### src/hdl/fes_fifo.sv
// Small synchronous first-in first-out queue built from registers.
// Depends on nothing; used for the job queue and the result queue.
`timescale 1ns / 1ps
`default_nettype none

module fes_fifo #(
   parameter int WIDTH = 8,
   parameter int DEPTH = 4
) (
   input  logic             clock,
   input  logic             reset,
   input  logic             push,
   input  logic [WIDTH-1:0] wdata,
   output logic             full,
   input  logic             pop,
   output logic             empty,
   output logic [WIDTH-1:0] rdata
);

   localparam int PTR_W = (DEPTH > 1) ? $clog2(DEPTH) : 1;

   logic [WIDTH-1:0] mem_ff [DEPTH];
   logic [PTR_W-1:0] wr_ptr_ff, wr_ptr_in;
   logic [PTR_W-1:0] rd_ptr_ff, rd_ptr_in;
   logic [PTR_W:0]   count_ff, count_in;
   logic             push_ok, pop_ok;

   assign full    = (count_ff == (PTR_W+1)'(DEPTH));
   assign empty   = (count_ff == '0);
   assign push_ok = push && !full;
   assign pop_ok  = pop && !empty;
   assign rdata   = mem_ff[rd_ptr_ff];

   always_comb begin
      wr_ptr_in = wr_ptr_ff;
      rd_ptr_in = rd_ptr_ff;
      count_in  = count_ff;
      if (push_ok) begin
         wr_ptr_in = (wr_ptr_ff == PTR_W'(DEPTH - 1)) ? '0 : wr_ptr_ff + PTR_W'(1);
      end
      if (pop_ok) begin
         rd_ptr_in = (rd_ptr_ff == PTR_W'(DEPTH - 1)) ? '0 : rd_ptr_ff + PTR_W'(1);
      end
      if (push_ok && !pop_ok) begin
         count_in = count_ff + (PTR_W+1)'(1);
      end else if (pop_ok && !push_ok) begin
         count_in = count_ff - (PTR_W+1)'(1);
      end
   end

   always_ff @(posedge clock) begin
      if (reset) begin
         wr_ptr_ff <= '0;
         rd_ptr_ff <= '0;
         count_ff  <= '0;
      end else begin
         wr_ptr_ff <= wr_ptr_in;
         rd_ptr_ff <= rd_ptr_in;
         count_ff  <= count_in;
      end
   end

   always_ff @(posedge clock) begin
      if (push_ok) begin
         mem_ff[wr_ptr_ff] <= wdata;
      end
   end

endmodule

`default_nettype wire

### config.mk
export PLATFORM = sky130hd
export DESIGN_NAME = fes_fifo
export DESIGN_NICKNAME = d
export VERILOG_FILES = /design/src/hdl/fes_fifo.sv
export SDC_FILE = /design/constraint.sdc
export NUM_CORES = 1
export LEC_CHECK = 0
export CAP_MARGIN = 30
export CORE_UTILIZATION = 45
export DETAILED_ROUTE_END_ITERATION = 7
export DONT_BUFFER_PORTS = 1
export PLACE_DENSITY = 0.71
export RECOVER_POWER = 100
export SYNTH_ARGS = -nofsm -noshare
export SYNTH_HDL_FRONTEND = slang
export SYNTH_SLANG_ARGS = --single-unit
### constraint.sdc
create_clock -name clock -period 5.9 [get_ports clock]
set_clock_uncertainty 0.1 [all_clocks]
set_input_delay 0.885 -clock clock [delete_from_list [all_inputs] [get_ports clock]]
set_output_delay 0.885 -clock clock [all_outputs]
set_load 0.005 [all_outputs]
==> results.toml, run 1 <==
[clock_tree]
clock_latency_ps = 330
cts.sinks = 41
clkTransAtPathRegs_ps = 110
cts_root_buffer = "clkbuf_4"
hold_buffers = 0
cts_resized = 0
cts_max_level = 2
cts_tree = "built"
clk_path_buf_depth = 2
numCtsBuffers = 5
post_cts_buffers = 0

[sta]
clock.fmax_mhz = 380
fin_crit_ps = 2630
setup_viol = 0
final_max_slew_viol_count = 0
setup_tns_ps = 0
max_slew.worst_pin.slew_ps = 611
rsz0062_at_grt = "false"
fin_crit_sh_pct = 44.6
hold_viol_final = 0
whs_ps = 414
relSlewSlack_pct = 58.9
setup_slack_ps = 3270

[global_route]
grt_pass1_vias = 837
antenna_found_initial = 0
track_usage_pct = 14.3
grt_pass1_wl_um = 3950
grt-ovfl-total = 0
grt_max_degree = 13

[setup_path]
worstPathArrival_ps = 2800
crit_path_start = "count_ff[0]"
endpoint_kind = "flop"
r2r_start = "count_ff[0]"
critPathMaxFanout = 7
cp-start-kind = "flop"
crit_buf_inv = 2
critPathRequiredTime_ps = 6070
cpMaxStageDelayCell = "dfxtp_1"
crit_type = "flop to flop"
worst_path_largest_cell_delay_ps = 460
path_cells = "or3b_1 > clkinvlp_2 > nor2_1 > ha_1 > inv_1 > fa_1 > xor2_1 > or3_2 > a21oi_1"
path_delay_family = "simple AND/OR/NAND/NOR gates"

[synth]
ys_ff_latch = 41
synth_top_area_cell = "edfxtp_1"
synth_most_common_cell = "edfxtp_1"
synth_cells = 92
yosysSeqAreaShare_pct = 69.4
synth_warnings = 0
postSynthAreaPerCell_um2 = 17.9
synth_edf_count = 32
ys_top_cells_by_count = "32 x edfxtp_1, 9 x dfxtp_1, 8 x mux4_2"
ys_types = 26
async_flop_share_pct = 0
yosysTopAreaCellShare_pct = 58.4
synth_ff_type = "edfxtp_1"
netlist_area_mm2 = 0.00165
syn_nets = 111
synth_area_leaders = "edfxtp_1 58%, dfxtp_1 11%, mux4_2 11%"

[routing]
dr.first_iter.drc_count = 56
drt-pass1-iter-count = 4
ant_nets = 0
drc = 0
wl_per_cell_um = 16.7
drt-total-wl_um = 2370
vias = 739
via_per_inst = 5.20

[cells_and_area]
postLayoutCellArea_mm2 = 0.00173
syn_to_final_growth_pct = 5.32
post-route-util_pct = 50.7
nets = 114
antennaDiodeCount = 0
fillers = 295
fin_cells = 142
drive_above_1_share_pct = 16.7

[floorplan]
core_area_mm2 = 0.00342
die_h_um = 62.5
io_pins = 22
dieArea_mm2 = 0.00390
rows = 21
initial_core_util_pct = 48.2
die_w_um = 62.5

[hold_path]
hold_class = "flop to flop"
hp-start = "rd_ptr_ff[0]"

[power_and_ir_drop]
power_uw = 691
ir_drop_mv = 0.204
p_per_area_mw_per_mm2 = 399
p_leak_nw = 0.597

[run]
max-cap-violations = 0

[run_status]
outcome = "finished, final reports clean"

[placement]
post-place-ws_ps = 3310
placed_area_mm2 = 0.00168
gp_congestion = 0.640
io_buffer_count = 0
dp_hpwl_um = 1660
dp_cells = 134
[cells in the final DEF (no fill, tap or decap), types with 3 or more instances in the layout]
master,count
dfxtp_1,9
clkbuf_4,5
mux4_2,8
inv_1,4
ha_1,6
edfxtp_1,32
a21oi_1,3
and3_1,4
nor2_1,4
[cells by family after synthesis]
logic type / after synthesis / synth area share [%]
and+or+nand+nor: 16 / 5.70
buffers and inverters: 9 / 2.89
muxes: 10 / 12.2
DFF: 41 / 69.4
xor gates and xnor gates: 2 / 1.06
AOI/OAI and AO/OA: 7 / 3.04
adders and majority gates: 7 / 5.78
[cell type report]
| type | instances | area (µm²) | area share [%] |
|---|---|---|---|
| Sequential cell | 41 | 1140 | 65.8 |
| Clock inverter | 2 | 33.8 | 1.95 |
| Inverter | 5 | 20.0 | 1.16 |
| Tap cell | 46 | 57.6 | 3.32 |
| Clock buffer | 6 | 41.3 | 2.38 |
| Multi-Input combinational cell | 42 | 439 | 25.3 |
[tightest hold or removal path, stage by stage (launching register included)]
cell	delay, ps
dfxtp_1	340
nand2_1	60
a21oi_1	70
[metal layers]
metal	track usage, %	wire, µm	vias to the layer above
li1	-	-	357
met1	15.0	1020	363
met2	23.5	1190	17
met3	6.93	139	2
met4	7.85	28	0
met5	0	0	-
[state kept, by name (all words and copies together) (netlist names), named ones only]
register,count
mem_ff,32
count_ff,3
rd_ptr_ff,2
wr_ptr_ff,2
[worst paths after layout]
path	endpoint	slack [ps]	cells past startpoint
hold / removal	flop	410	2
setup / recovery	count_ff[2]	3270	9
setup reg to reg	count_ff[2]	3270	9
hold reg to reg	flop	410	2
[report_power, final]
| part | switching (mW) | internal [mW] | total (mW) |
|---|---|---|---|
| Combinational | 0.0635 | 0.0699 | 0.133 |
| Clock | 0.0832 | 0.0883 | 0.171 |
| Sequential | 0.0337 | 0.352 | 0.386 |
| Total | 0.180 | 0.510 | 0.691 |
Note: power is estimated with default switching activity, not from simulation.
==> inputs of run 2 (changes only) <==
- clock period: 5.9 -> 2.65 ns (I/O delays scaled with it)
==> run 2 against run 1 <==
Against the previous run: hold slack lost 380 ps; first-iteration DRC count shrank 3.6%; design area grew 1.4%; register-to-register slack lost 3000 ps; final cell count grew 1.4%; clock-buffer cell count grew 1.
==> results.toml, run 2 (synthesis results as in run 1) <==
[run_status]
outcome = "finished, final reports clean"

[floorplan]
die_w_um = 62.5
rows = 21
die_h_um = 62.5
dieArea_mm2 = 0.00390
core_area_mm2 = 0.00342
initial_core_util_pct = 48.2
io_pins = 22

[setup_path]
worstPathArrival_ps = 2590
worst_path_largest_cell_delay_ps = 470
endpoint_kind = "flop"
critPathMaxFanout = 7
critPathRequiredTime_ps = 2830
path_cells = "or3b_4 > clkinv_4 > nor2_2 > ha_1 > inv_1 > fa_1 > xor2_1 > or3_2 > a21oi_1"
cpMaxStageDelayCell = "dfxtp_1"
crit_type = "flop to flop"
cp-start-kind = "flop"

[power_and_ir_drop]
p_per_area_mw_per_mm2 = 847
clkPwrFrac_pct = 21.3
power_mw = 1.49
p_switching_uw = 409
p_leak_nw = 0.610
power_frac_comb_pct = 20.8
seq_power_share_pct = 57.9
ir_drop_mv = 0.455
swShare_pct = 27.5
internal_power_mw = 1.08

[placement]
dp_cells = 134
placed_area_mm2 = 0.00168
io_buffer_count = 0
gp_congestion = 0.622
dp_hpwl_um = 1550
post-place-ws_ps = 181

[sta]
whs_ps = 29.5
final_max_slew_viol_count = 0
max_slew.worst_pin.slew_ps = 525
relSlewSlack_pct = 64.9
rsz0062_at_grt = "false"
setup_tns_ps = 0
fin_crit_sh_pct = 90.8
hold_viol_final = 0
setup_slack_ps = 244
fin_crit_ps = 2410
clock.fmax_mhz = 416
setup_viol = 0

[clock_tree]
clk_path_buf_depth = 2
clkTransAtPathRegs_ps = 110
cts_root_buffer = "clkbuf_4"
cts.sinks = 41
clock_latency_ps = 350
cts_tree = "built"
numCtsBuffers = 5
post_cts_buffers = 0
cts_max_level = 2

[cells_and_area]
largest_register_ffs = 32
final_cell_mix = "32 x edfxtp_1, 9 x dfxtp_1, 8 x mux4_2"
nets = 116
final_common_cell = "edfxtp_1"
largest_register = "mem_ff"
syn_to_final_growth_pct = 6.84
post-route-util_pct = 51.5
reg.largest.list = "mem_ff x32, count_ff x3"
drive_above_1_share_pct = 21.4
antennaDiodeCount = 0
fin_cells = 144
postLayoutCellArea_mm2 = 0.00176

[hold_path]
hold_class = "input port to flop"

[run]
max-cap-violations = 0

[global_route]
track_usage_pct = 14.1
grt-ovfl-total = 0
antenna_found_initial = 0
grt_max_degree = 14
grt_pass1_vias = 821
grt_pass1_wl_um = 3950

[routing]
via_per_inst = 5.24
drt-pass1-iter-count = 4
drt-total-wl_um = 2300
wl_per_cell_um = 16.0
drc = 0
dr.first_iter.drc_count = 54
vias = 754
ant_nets = 0
-- run 2: changes by cell type in the layout (fill, tap and decap cells not counted) --
| cell | change |
|---|---|
| bufinv_16 | -1 |
| clkbuf_8 | +1 |
| clkinv_1 | -1 |
| clkinv_4 | +1 |
| clkinvlp_2 | -1 |
| dlygate4sd3_1 | +2 |
| inv_4 | +1 |
| nor2_1 | -1 |
| nor2_2 | +1 |
| o31ai_1 | -2 |
| o31ai_2 | +2 |
| or3b_1 | -1 |
| or3b_4 | +1 |
-- run 2: final timing paths --
kind                     start           end  slack (ps)  depth (start not counted)
setup reg to reg   count_ff[0]   count_ff[2]         240                          9
setup / recovery   count_ff[0]   count_ff[2]         240                          9
hold reg to reg   rd_ptr_ff[0]          flop         400                          2
hold / removal           reset  wr_ptr_ff[0]          30                          1
-- run 2: layer usage --
metal / share of wire (%) / vias to the layer above / routed length [µm] / GRT usage [%]
li1: - / 361 / - / -
met1: 42 / 362 / 960 / 16.5
met2: 48 / 25 / 1110 / 21.7
met3: 7.6 / 6 / 175 / 6.75
met4: 2.4 / 0 / 55 / 6.98
met5: 0 / - / 0 / 0
-- run 2: cell type report --
| class | count | area [µm²] |
|---|---|---|
| multi-input combinational | 42 | 454 |
| clock inverter | 1 | 6.26 |
| sequential | 41 | 1140 |
| fill | 295 | 1660 |
| clock buffer | 7 | 55.1 |
| inverter | 5 | 23.8 |
| timing repair buffer | 2 | 20.0 |
| tap | 46 | 57.6 |
-- run 2: worst max-delay path: cells and delay by family, from the launching register on --
kind,cells,cell delay (ps)
simple gates,3,760
fa+ha+maj,2,570
flops,1,470
xor+xnor,1,160
compound gates,1,160
buf+inv,2,120
-- run 2: what timing repair did --
item | in CTS | in global routing
hold buffers | 1 | 1
endpoints found under the setup margin | 0 | 1
resized for setup | 0 | 1
hold endpoints to repair | 6 | 2
-- run 2: power groups by stage --
stage                     logic [mW]  registers (mW)  clock network, mW
after floorplan                0.300           0.833                  0
after global placement         0.301           0.873                  0
after detailed placement       0.310           0.878                  0
after CTS                      0.313           0.863              0.335
after global routing           0.345           0.879              0.353
final                          0.310           0.862              0.318
